[config.mk]
export PLATFORM = sky130hd
export DESIGN_NAME = crtc_command_parameter_port
export DESIGN_NICKNAME = d
export VERILOG_FILES = /design/src/hw/rtl/crtc_pkg.sv /design/src/hw/rtl/crtc_in_reg.sv /design/src/hw/rtl/crtc_core.sv /design/src/hw/rtl/crtc_command_parameter_port.sv
export SDC_FILE = /design/constraint.sdc
export NUM_CORES = 1
export LEC_CHECK = 0
export ABC_AREA = 1
export BUFFER_PORTS_ARGS = -buffer_cell sky130_fd_sc_hd__buf_4
export CAP_MARGIN = 20
export CORE_MARGIN = 2
export CORE_UTILIZATION = 45
export CTS_CLUSTER_DIAMETER = 60
export DETAILED_ROUTE_END_ITERATION = 12
export PLACE_DENSITY = 0.67
export SLEW_MARGIN = 20
export SYNTH_ARGS = -nofsm -noshare
export SYNTH_HDL_FRONTEND = slang
export SYNTH_SLANG_ARGS = --single-unit
[constraint.sdc]
create_clock -name clk -period 4.1 [get_ports clk]
set_input_delay 0.41 -clock clk [delete_from_list [all_inputs] [get_ports clk]]
set_output_delay 0.41 -clock clk [all_outputs]
set_load 0.05 [all_outputs]
[src/hw/rtl/crtc_pkg.sv]
// shared types, bus function codes and burst tables for the crt controller port
// no dependencies
`default_nettype none

package crtc_pkg;

  localparam int MAX_CHARS_PER_ROW_DEF = 80;

  localparam logic [1:0] FUNC_WR_CMD   = 2'd0;
  localparam logic [1:0] FUNC_WR_PARAM = 2'd1;
  localparam logic [1:0] FUNC_RD_STAT  = 2'd2;
  localparam logic [1:0] FUNC_RD_PARAM = 2'd3;

  typedef struct packed {
    logic [1:0] func;
    logic [7:0] data_byte;
  } crtc_in_t;

  typedef struct packed {
    logic [7:0]  read_data;
    logic [7:0]  status_now;
    logic        display_on;
    logic        interrupt_on;
    logic [6:0]  chars_per_row;
    logic [6:0]  rows_per_frame;
    logic [4:0]  lines_per_row;
    logic [3:0]  underline_line;
    logic [14:0] cursor_address;
    logic [5:0]  burst_space;
    logic [3:0]  burst_count;
    logic [10:0] format_bits;
  } crtc_out_t;

  // character clocks between dma bursts
  function automatic logic [5:0] burst_space_lookup(input logic [2:0] code);
    logic [5:0] r;
    case (code)
      3'd0:    r = 6'd0;
      3'd1:    r = 6'd7;
      3'd2:    r = 6'd15;
      3'd3:    r = 6'd23;
      3'd4:    r = 6'd31;
      3'd5:    r = 6'd39;
      3'd6:    r = 6'd47;
      default: r = 6'd55;
    endcase
    return r;
  endfunction

  // dma cycles per burst
  function automatic logic [3:0] burst_count_lookup(input logic [1:0] code);
    logic [3:0] r;
    case (code)
      2'd0:    r = 4'd1;
      2'd1:    r = 4'd2;
      2'd2:    r = 4'd4;
      default: r = 4'd8;
    endcase
    return r;
  endfunction

endpackage

`default_nettype wire

[src/hw/rtl/crtc_in_reg.sv]
// input holding register for bus access transfers
// depends on crtc_pkg
`default_nettype none

module crtc_in_reg (
  input  wire logic              clk,
  input  wire logic              rst_n,
  input  wire logic              in_valid,
  input  wire crtc_pkg::crtc_in_t in_data,
  output logic                   in_stall,
  input  wire logic              take,
  output logic                   hold_valid,
  output crtc_pkg::crtc_in_t     hold_data
);
  import crtc_pkg::*;

  logic     valid_r, valid_nxt;
  crtc_in_t data_r;
  logic     accept;

  assign in_stall = valid_r && !take;
  assign accept   = in_valid && !in_stall;

  always_comb begin
    valid_nxt = valid_r;
    if (accept) begin
      valid_nxt = 1'b1;
    end else if (take) begin
      valid_nxt = 1'b0;
    end
  end

  always_ff @(posedge clk) begin
    if (!rst_n) begin
      valid_r <= 1'b0;
    end else begin
      valid_r <= valid_nxt;
    end
    if (accept) begin
      data_r <= in_data;
    end
  end

  assign hold_valid = valid_r;
  assign hold_data  = data_r;

endmodule

`default_nettype wire

[src/hw/rtl/crtc_core.sv]
// command decode, parameter sequencing and format registers
// depends on crtc_pkg
`default_nettype none

module crtc_core #(
  parameter int MAX_CHARS_PER_ROW = crtc_pkg::MAX_CHARS_PER_ROW_DEF
) (
  input  wire logic              clk,
  input  wire logic              rst_n,
  input  wire logic              fire,
  input  wire crtc_pkg::crtc_in_t item,
  output crtc_pkg::crtc_out_t    res_nxt
);
  import crtc_pkg::*;

  typedef enum logic [1:0] {PC_NONE, PC_RESET, PC_PEN, PC_CURSOR} pend_t;

  localparam logic [7:0] CMD_RESET  = 8'h00;
  localparam logic [7:0] CMD_STOP   = 8'h40;
  localparam logic [7:0] CMD_PEN    = 8'h60;
  localparam logic [7:0] CMD_CURSOR = 8'h80;
  localparam logic [2:0] GRP_START  = 3'b001;
  localparam logic [3:0] GRP_INT_EN = 4'ha;
  localparam logic [3:0] GRP_INT_DI = 4'hc;
  localparam logic [7:0] ST_IMPROPER = 8'h08;
  localparam logic [7:0] ST_KEEP     = 8'hc4;
  localparam logic [7:0] ST_START    = 8'h44;
  localparam logic [7:0] ST_CLR_IE   = 8'hbf;
  localparam logic [7:0] ST_CLR_VE   = 8'hfb;
  localparam int         CLAMP_I     = (MAX_CHARS_PER_ROW < 127) ? MAX_CHARS_PER_ROW : 127;
  localparam logic [7:0] CLAMP       = 8'(CLAMP_I);

  logic [7:0]  status_r, status_nxt;
  pend_t       pend_r, pend_nxt;
  logic [2:0]  left_r, left_nxt;
  logic        disp_r, disp_nxt;
  logic        int_r, int_nxt;
  logic [6:0]  chars_r, chars_nxt;
  logic [6:0]  rows_r, rows_nxt;
  logic [4:0]  lines_r, lines_nxt;
  logic [3:0]  under_r, under_nxt;
  logic [10:0] mode_r, mode_nxt;
  logic [7:0]  ccol_r, ccol_nxt;
  logic [7:0]  crow_r, crow_nxt;
  logic [5:0]  gap_r, gap_nxt;
  logic [3:0]  blen_r, blen_nxt;
  logic [7:0]  rd;
  logic [7:0]  n;
  logic [7:0]  v;

  assign v = item.data_byte;

  always_comb begin
    status_nxt = status_r;
    pend_nxt   = pend_r;
    left_nxt   = left_r;
    disp_nxt   = disp_r;
    int_nxt    = int_r;
    chars_nxt  = chars_r;
    rows_nxt   = rows_r;
    lines_nxt  = lines_r;
    under_nxt  = under_r;
    mode_nxt   = mode_r;
    ccol_nxt   = ccol_r;
    crow_nxt   = crow_r;
    gap_nxt    = gap_r;
    blen_nxt   = blen_r;
    rd         = 8'd0;
    n          = {1'b0, v[6:0]} + 8'd1;
    if (n > CLAMP) begin
      n = CLAMP;
    end
    case (item.func)
      FUNC_WR_CMD: begin
        if (left_r != 3'd0) begin
          status_nxt = status_nxt | ST_IMPROPER;
        end
        left_nxt = 3'd0;
        pend_nxt = PC_NONE;
        if (v == CMD_RESET) begin
          pend_nxt   = PC_RESET;
          left_nxt   = 3'd4;
          status_nxt = status_nxt & ST_CLR_IE;
        end else if (v == CMD_STOP) begin
          disp_nxt   = 1'b0;
          status_nxt = status_nxt & ST_CLR_VE;
        end else if (v == CMD_PEN) begin
          pend_nxt = PC_PEN;
          left_nxt = 3'd2;
        end else if (v == CMD_CURSOR) begin
          pend_nxt = PC_CURSOR;
          left_nxt = 3'd2;
        end else if (v[7:5] == GRP_START) begin
          disp_nxt   = 1'b1;
          gap_nxt    = burst_space_lookup(v[4:2]);
          blen_nxt   = burst_count_lookup(v[1:0]);
          status_nxt = status_nxt | ST_START;
        end else if (v[7:4] == GRP_INT_EN) begin
          int_nxt = 1'b1;
        end else if (v[7:4] == GRP_INT_DI) begin
          int_nxt = 1'b0;
        end
      end
      FUNC_WR_PARAM: begin
        if (pend_r == PC_NONE) begin
          status_nxt = status_r | ST_IMPROPER;
        end else begin
          if (pend_r == PC_RESET) begin
            case (left_r)
              3'd4: begin
                chars_nxt = n[6:0];
                mode_nxt  = {v[7], mode_r[9:0]};
              end
              3'd3: begin
                mode_nxt[5:4] = v[7:6];
                rows_nxt      = {1'b0, v[5:0]} + 7'd1;
              end
              3'd2: begin
                under_nxt = v[7:4];
                lines_nxt = {1'b0, v[3:0]} + 5'd1;
              end
              3'd1: begin
                // fourth reset parameter rebuilds all but spacing and vrows
                mode_nxt = {mode_r[10], v[3:0], mode_r[5:4], !v[5], v[4], v[6], v[7]};
              end
              default: ;
            endcase
          end else if (pend_r == PC_CURSOR) begin
            if (left_r == 3'd2) begin
              ccol_nxt = v;
            end else if (left_r == 3'd1) begin
              crow_nxt = v;
            end
          end
          if (left_r == 3'd0) begin
            status_nxt = status_r | ST_IMPROPER;
          end else begin
            left_nxt = left_r - 3'd1;
          end
        end
      end
      FUNC_RD_STAT: begin
        rd         = status_r;
        status_nxt = status_r & ST_KEEP;
      end
      default: ;
    endcase
  end

  always_ff @(posedge clk) begin
    if (!rst_n) begin
      status_r <= 8'd0;
      pend_r   <= PC_NONE;
      left_r   <= 3'd0;
      disp_r   <= 1'b0;
      int_r    <= 1'b0;
      chars_r  <= 7'd80;
      rows_r   <= 7'd25;
      lines_r  <= 5'd10;
      under_r  <= 4'd0;
      mode_r   <= 11'd1;
      ccol_r   <= 8'd0;
      crow_r   <= 8'd0;
      gap_r    <= 6'd0;
      blen_r   <= 4'd8;
    end else if (fire) begin
      status_r <= status_nxt;
      pend_r   <= pend_nxt;
      left_r   <= left_nxt;
      disp_r   <= disp_nxt;
      int_r    <= int_nxt;
      chars_r  <= chars_nxt;
      rows_r   <= rows_nxt;
      lines_r  <= lines_nxt;
      under_r  <= under_nxt;
      mode_r   <= mode_nxt;
      ccol_r   <= ccol_nxt;
      crow_r   <= crow_nxt;
      gap_r    <= gap_nxt;
      blen_r   <= blen_nxt;
    end
  end

  always_comb begin
    res_nxt.read_data      = rd;
    res_nxt.status_now     = status_nxt;
    res_nxt.display_on     = disp_nxt;
    res_nxt.interrupt_on   = int_nxt;
    res_nxt.chars_per_row  = chars_nxt;
    res_nxt.rows_per_frame = rows_nxt;
    res_nxt.lines_per_row  = lines_nxt;
    res_nxt.underline_line = under_nxt;
    // row * 80 as two shifted copies
    res_nxt.cursor_address = {7'd0, ccol_nxt} + {1'b0, crow_nxt, 6'd0}
                           + {3'd0, crow_nxt, 4'd0};
    res_nxt.burst_space    = gap_nxt;
    res_nxt.burst_count    = blen_nxt;
    res_nxt.format_bits    = mode_nxt;
  end

endmodule

`default_nettype wire

[src/hw/rtl/crtc_command_parameter_port.sv]
// top level of the crt controller command, parameter and status port
// depends on crtc_pkg, crtc_in_reg and crtc_core
//
// Each input transfer is one bus access (command write, parameter write, status
// read or parameter read) and produces exactly one result transfer carrying the
// read byte and a snapshot of the status and format registers after the access.
// Throughput is one access per clock while the output is not stalled: an access sits in the
// input register, and the decode logic updates the controller state as it moves into the result
// register, so each access passes through the input register and then the result register
// before its result transfers.
// The input side keeps taking transfers while a result waits, as long as the
// result register is being drained; a stalled output backs up through one held
// access before in_stall rises.
`default_nettype none

module crtc_command_parameter_port #(
  parameter int MAX_CHARS_PER_ROW = crtc_pkg::MAX_CHARS_PER_ROW_DEF
) (
  input  wire logic              clk,
  input  wire logic              rst_n,
  input  wire logic              in_valid,
  input  wire crtc_pkg::crtc_in_t in_data,
  output logic                   in_stall,
  output logic                   out_valid,
  output crtc_pkg::crtc_out_t    out_data,
  input  wire logic              out_stall
);
  import crtc_pkg::*;

  // input stage
  logic      hold_valid;
  crtc_in_t  hold_data;
  logic      advance;

  // result stage
  logic      out_valid_r, out_valid_nxt;
  crtc_out_t out_data_r;
  crtc_out_t res_nxt;

  // access moves on when the result register is empty or being taken
  assign advance = hold_valid && (!out_valid_r || !out_stall);

  crtc_in_reg u_in_reg (
    .clk        (clk),
    .rst_n      (rst_n),
    .in_valid   (in_valid),
    .in_data    (in_data),
    .in_stall   (in_stall),
    .take       (advance),
    .hold_valid (hold_valid),
    .hold_data  (hold_data)
  );

  // state update happens exactly once per access, on the move into the result
  crtc_core #(
    .MAX_CHARS_PER_ROW (MAX_CHARS_PER_ROW)
  ) u_core (
    .clk     (clk),
    .rst_n   (rst_n),
    .fire    (advance),
    .item    (hold_data),
    .res_nxt (res_nxt)
  );

  always_comb begin
    out_valid_nxt = out_valid_r;
    if (advance) begin
      out_valid_nxt = 1'b1;
    end else if (out_valid_r && !out_stall) begin
      out_valid_nxt = 1'b0;
    end
  end

  // result register, payload loads without reset
  always_ff @(posedge clk) begin
    if (!rst_n) begin
      out_valid_r <= 1'b0;
    end else begin
      out_valid_r <= out_valid_nxt;
    end
    if (advance) begin
      out_data_r <= res_nxt;
    end
  end

  assign out_valid = out_valid_r;
  assign out_data  = out_data_r;

  // input only backs up when a result is held against a stall
  a_stall_cause: assert property (@(posedge clk) disable iff (!rst_n)
    in_stall |-> (out_valid && out_stall))
    else $error("input stalled without a blocked result");

  // a blocked result must not be overwritten by a new access
  a_no_overwrite: assert property (@(posedge clk) disable iff (!rst_n)
    (out_valid && out_stall) |=> out_valid)
    else $error("held result dropped");

  // row width stays within the clamp
  a_chars_range: assert property (@(posedge clk) disable iff (!rst_n)
    out_valid |-> (out_data.chars_per_row != 7'd0 &&
                   32'(out_data.chars_per_row) <= MAX_CHARS_PER_ROW))
    else $error("characters per row out of range");

  // burst length is always a power of two
  a_burst_pow2: assert property (@(posedge clk) disable iff (!rst_n)
    out_valid |-> $onehot(out_data.burst_count))
    else $error("burst count not a power of two");

endmodule

`default_nettype wire

======== Word-level counts from Yosys, hierarchy flattened ========
Index checks and enable logic that the tools add are counted.
operators by class
  add/subtract/negate cells ............... 6
  magnitude comparators ................... 1
  equal/unequal tests ..................... 24
  multiplexer cells ....................... 86
  reduce and logical (&&, ||, !) cells .... 22
operators with widths
  kind                   count
  $mux W7                14
  $mux W8                11
  $mux W4                14
  $pmux W6 S7            1
  $mux W6                6
  $mux W11               3
  $pmux W7 S3            1
  $mux W5                4
  $mux W1                18
  $eq A8 B7 Y1 const B   2
  $add A15 B12 Y15       1
  $add A8 B14 Y15        1
  $mux W3                5
  $eq A3 B2 Y1 const B   4
  $eq A3 B3 Y1 const B   4
  $mux W2                6
  $pmux W4 S3            1
  $pmux W5 S2            1
  $eq A3 B1 Y1 const B   3
  $add A7 B1 Y8 const B  1
  $eq A4 B4 Y1 const B   2
  $eq A8 B8 Y1 const B   1
  $gt A8 B7 Y1 const B   1
  $logic_not A8 Y1       1
  16 further kinds       33
storage, ports and cells
  register bits after elaboration ......... 164

======== Longest topological paths before layout ========
  word-level depth ........................ 9
  depth in mapped cells ................... 17
  mapped depth without buffers ............ 16

======== By module ========
Synthesis repeated with hierarchy kept, for this count alone.
unflattened totals
  cell total of the unflattened synthesis .. 816
  area total of the unflattened synthesis .. 7398.3 um^2
by module, submodules not included
  module                       times used  cells each  area each (um^2)
  crtc_core                    1           715         4690.7
  crtc_command_parameter_port  1           83          2357.3
  crtc_in_reg                  1           18          350.3

======== Worst setup path after synthesis ========
Ideal clock, no wire load.
  kind .................................... register to register
  start ................................... register out_valid_r, in the netlist out_valid
  end ..................................... register out_data_r, in the netlist out_data[0] (enable)
  arrival time ............................ 3.161 ns
  required time ........................... 3.631 ns
  path slack .............................. 0.470 ns
  stages on the path, launching flop included .. 5
  buffers on the path ..................... 1
  period minus slack after synthesis ...... 3.630 ns
  cells stage by stage .................... dfxtp_1 nand2_1 inv_1 nor2_2 clkbuf_1
between the ends
  cells in the longest elaborated chain, start to end .. 3
RTL lines
  what                    RTL line                           text
  start, declared         crtc_command_parameter_port.sv:36  logic out_valid_r, out_valid_nxt;
  start signal, assigned  crtc_command_parameter_port.sv:79  out_valid_r <= out_valid_nxt;
  $logic_not A1 Y1        crtc_command_parameter_port.sv:41  assign advance = hold_valid && (!out_valid_r || !out_stall);
  $logic_or A1 B1 Y1      crtc_command_parameter_port.sv:41
  $logic_and A1 B1 Y1     crtc_command_parameter_port.sv:41
  via advance             crtc_command_parameter_port.sv:33  logic advance;
  end signal, assigned    crtc_command_parameter_port.sv:82  out_data_r <= res_nxt;
  end, declared           crtc_command_parameter_port.sv:37  crtc_out_t out_data_r;
The timed path passes the listed nets, and every way through them passes these cells.
A chain may end at the register's enable or synchronous reset.

==> run summary <==
Top cell type's share of synthesized area = 0.349
Largest net degree at the start of global routing = 79
Pwr per Cell Area = 450 nW/µm²
Post-route cell area = 8740 µm²
# hold bufs at CTS = 0
Final setup TNS = 0 ns
CP Capture Type = flip-flop
Delay of the slowest cell on the worst path = 0.51 ns
CTS sink cnt = 161
Sequential fraction of the synthesis area = 0.556
Async SR Flop Fraction = 0
Footprint of the multi-input gates = 2570 µm²
Rows = 46
Vias in the first global route = 4934
Post-Syn Instances = 833
Die Y = 132 µm
H-tree Lvls = 4
Netlist Area Pre-Place = 7320 µm²
Storage element area = 4070 µm²
Port Buf Inserts = 90
Reg-to-reg slack, setup = 0.85 ns
Minimum clock period = 3.25 ns
Syn Area/Cell = 8.79 µm²
# Post-CTS Setup Buffers = 0
WP buf/inv = 1
Min-delay src = in_data[4]
Req. time, crit path = 4.27 ns
Routed WL per cell = 13.5 µm
Antenna Nets Post-Route = 0
Worst Hold Path Cells = 1
CTS tree = done
Relative slew slack = 0.315
Crit-path cells = inv_1, nand2_2, nor3_4, nand3_2, o21ai_1, fa_1, fa_1, nand3_1, nand2_1, a21oi_1, nor2_1, nor2_1, xnor2_1
Worst setup SP type = flip-flop
Fillcell total = 1499
GRT overflow = 0
Die Wd = 132 µm
Yosys top cell by area = edfxtp_1
Gates resized, CTS repair = 0
Placed wire-length estimate = 10.3 mm
Yosys warnings = 0
Final Hold Viols = 0
Placed Area = 8160 µm²
Max Slew Vio Count = 0
FF-to-FF End = out_data[32]
Worst clock skew = 0.0112 ns
Part of the cycle the worst path needs = 0.792
Initial antenna violation count = 0
CORE AREA = 15900 µm²
Full die area = 17300 µm²
Max VDD drop = 304 µV
Status = finished clean
Layout cells sized above 1 = 0.159
Worst slew pin tran = 1.03 ns
Vias per cell = 4.81
Critical R2R Launch = u_in_reg.hold_data[9]
# IOs = 93
RSZ-0062 raised after global routing = false
Kind of critical path = flip-flop to flip-flop
Hold EP = u_in_reg.hold_data[4]
Crit path DAT = 3.42 ns
Worst min path class = input pin to flip-flop
Initial DRC Count = 475
CTS root buffer = clkbuf_16
Worst-Skew Late Latency = 0.43 ns
Router iterations before antenna repair = 6
DRC = 0
TritonCTS Buffers = 17
Reg clk slew, reported paths = 0.07 ns
Most frequent cell after synthesis = nand2_1
Ys flop type = edfxtp_1
Max Fclk = 308 MHz
Top cells by count, synth = nand2_1, inv_1, nor2_1
Max clock buf depth = 2
Family with the most delay on the worst path = adder cells
GRT Total Usage = 0.183
Area growth from synthesis to final layout = 19.4%
Final setup violation count = 0
Crit-path slowest cell = fa_1
Leak = 4.01 nW
Crit Path Max Fanout = 16
Register bit count reported by yosys = 161
DRT Wirelength = 15.4 mm
Reg2Reg Depth = 13
Initial core utilization = 0.461
Synth area leaders = edfxtp_1, dfxtp_1, nand2_1, inv_1, o21ai_0
Number of max-cap violations = 0
Netlist cell types = 38
Final #Nets = 955
First-pass GRT wire length = 25.1 mm
Gpl congestion = 0.851
Via count = 5508
Antenna Cells = 0
Post-synth EDFFs = 85
[registers in the layout, indices dropped and copies added (netlist names)]
signal and cells:
u_core.blen_r 4, u_core.ccol_r 8, u_core.gap_r 6, u_core.disp_r 1, u_core.status_r 7, u_in_reg.hold_valid 1
out_valid 1, u_core.under_r 4, u_core.lines_r 5, u_core.pend_r 2, u_core.rows_r 7, u_core.crow_r 8
u_core.left_r 3, u_in_reg.hold_data 10, out_data 75, u_core.chars_r 7, u_core.mode_r 11, u_core.int_r 1
[worst max-delay path by stage]
stage | from | cells after the start | end
4_1_cts | u_in_reg.hold_data[9] | 13 | out_data[32]
5_1_grt | u_in_reg.hold_data[9] | 13 | out_data[32]
2_1_floorplan | out_valid | 4 | out_data[0]
3_5_place_dp | u_in_reg.hold_data[9] | 13 | out_data[32]
3_3_place_gp | u_in_reg.hold_data[9] | 13 | out_data[32]
6_report | u_in_reg.hold_data[9] | 13 | out_data[32]
[layout by cell type (no fill, tap or decap), types with 6 or more instances in the layout]
cell         n
nor3_1       8
o21ai_0     74
dfxtp_1     76
buf_4       96
xor2_1       6
a21oi_1     63
o21ai_1     48
nor2_1      86
edfxtp_1    85
ha_1        23
inv_1      130
inv_2        9
nand4_1      6
clkbuf_16   17
nand2_1    136
nand3_1     20
[metal layers]
metal | share of wire | track usage
met1 | 0.46 | 0.246
met2 | 0.47 | 0.283
met3 | 0.045 | 0.0405
met4 | 0.024 | 0.0864
met5 | 0 | 0
[layout make-up]
type                       count  area share
multi-input combinational    499       0.294
tap                          216      0.0309
sequential                   161       0.466
timing repair buffer          96      0.0824
clock inverter                10      0.0160
clock buffer                  22      0.0508
inverter                     140      0.0602
[through the flow]
stage,std cells,utilization,hold slack [ns],worst slack (ns),power [mW]
global placement,1112,0.514,0.448,0.933,2.39
CTS,1144,0.550,0.136,0.867,3.97
detailed placement,1112,0.514,0.453,0.888,2.40
finish,1144,0.550,0.152,0.852,3.94
floorplan,834,-,0.441,0.470,2.26
global route,1144,0.550,0.137,0.601,4.09
[power breakdown]
part / internal (mW) / switching (mW) / total, mW
clock: 0.956 / 0.619 / 1.57
combinational: 0.151 / 0.365 / 0.516
sequential: 1.80 / 0.0429 / 1.85
total: 2.91 / 1.03 / 3.94
[cells by family (layout without fill, tap and decap cells)]
family,Yosys count,after routing,synth area share
xor gates and xnor gates,7,7,0.00837
and+or+nand+nor,270,270,0.157
adders and majority gates,26,26,0.0475
DFF,161,161,0.556
buffers and inverters,174,268,0.0938
AOI/OAI and AO/OA,194,194,0.136
other,1,2,0.000512
[worst reg2reg max path: cells and delay by family, from the launching register on]
family | cells | cell delay, ns
DFF | 1 | 0.42
adders and majority gates | 2 | 0.98
and+or+nand+nor | 7 | 0.94
xor gates and xnor gates | 1 | 0.07
AOI/OAI and AO/OA | 2 | 0.46
buffers and inverters | 1 | 0.11
Power figures use the tool's default switching activity.
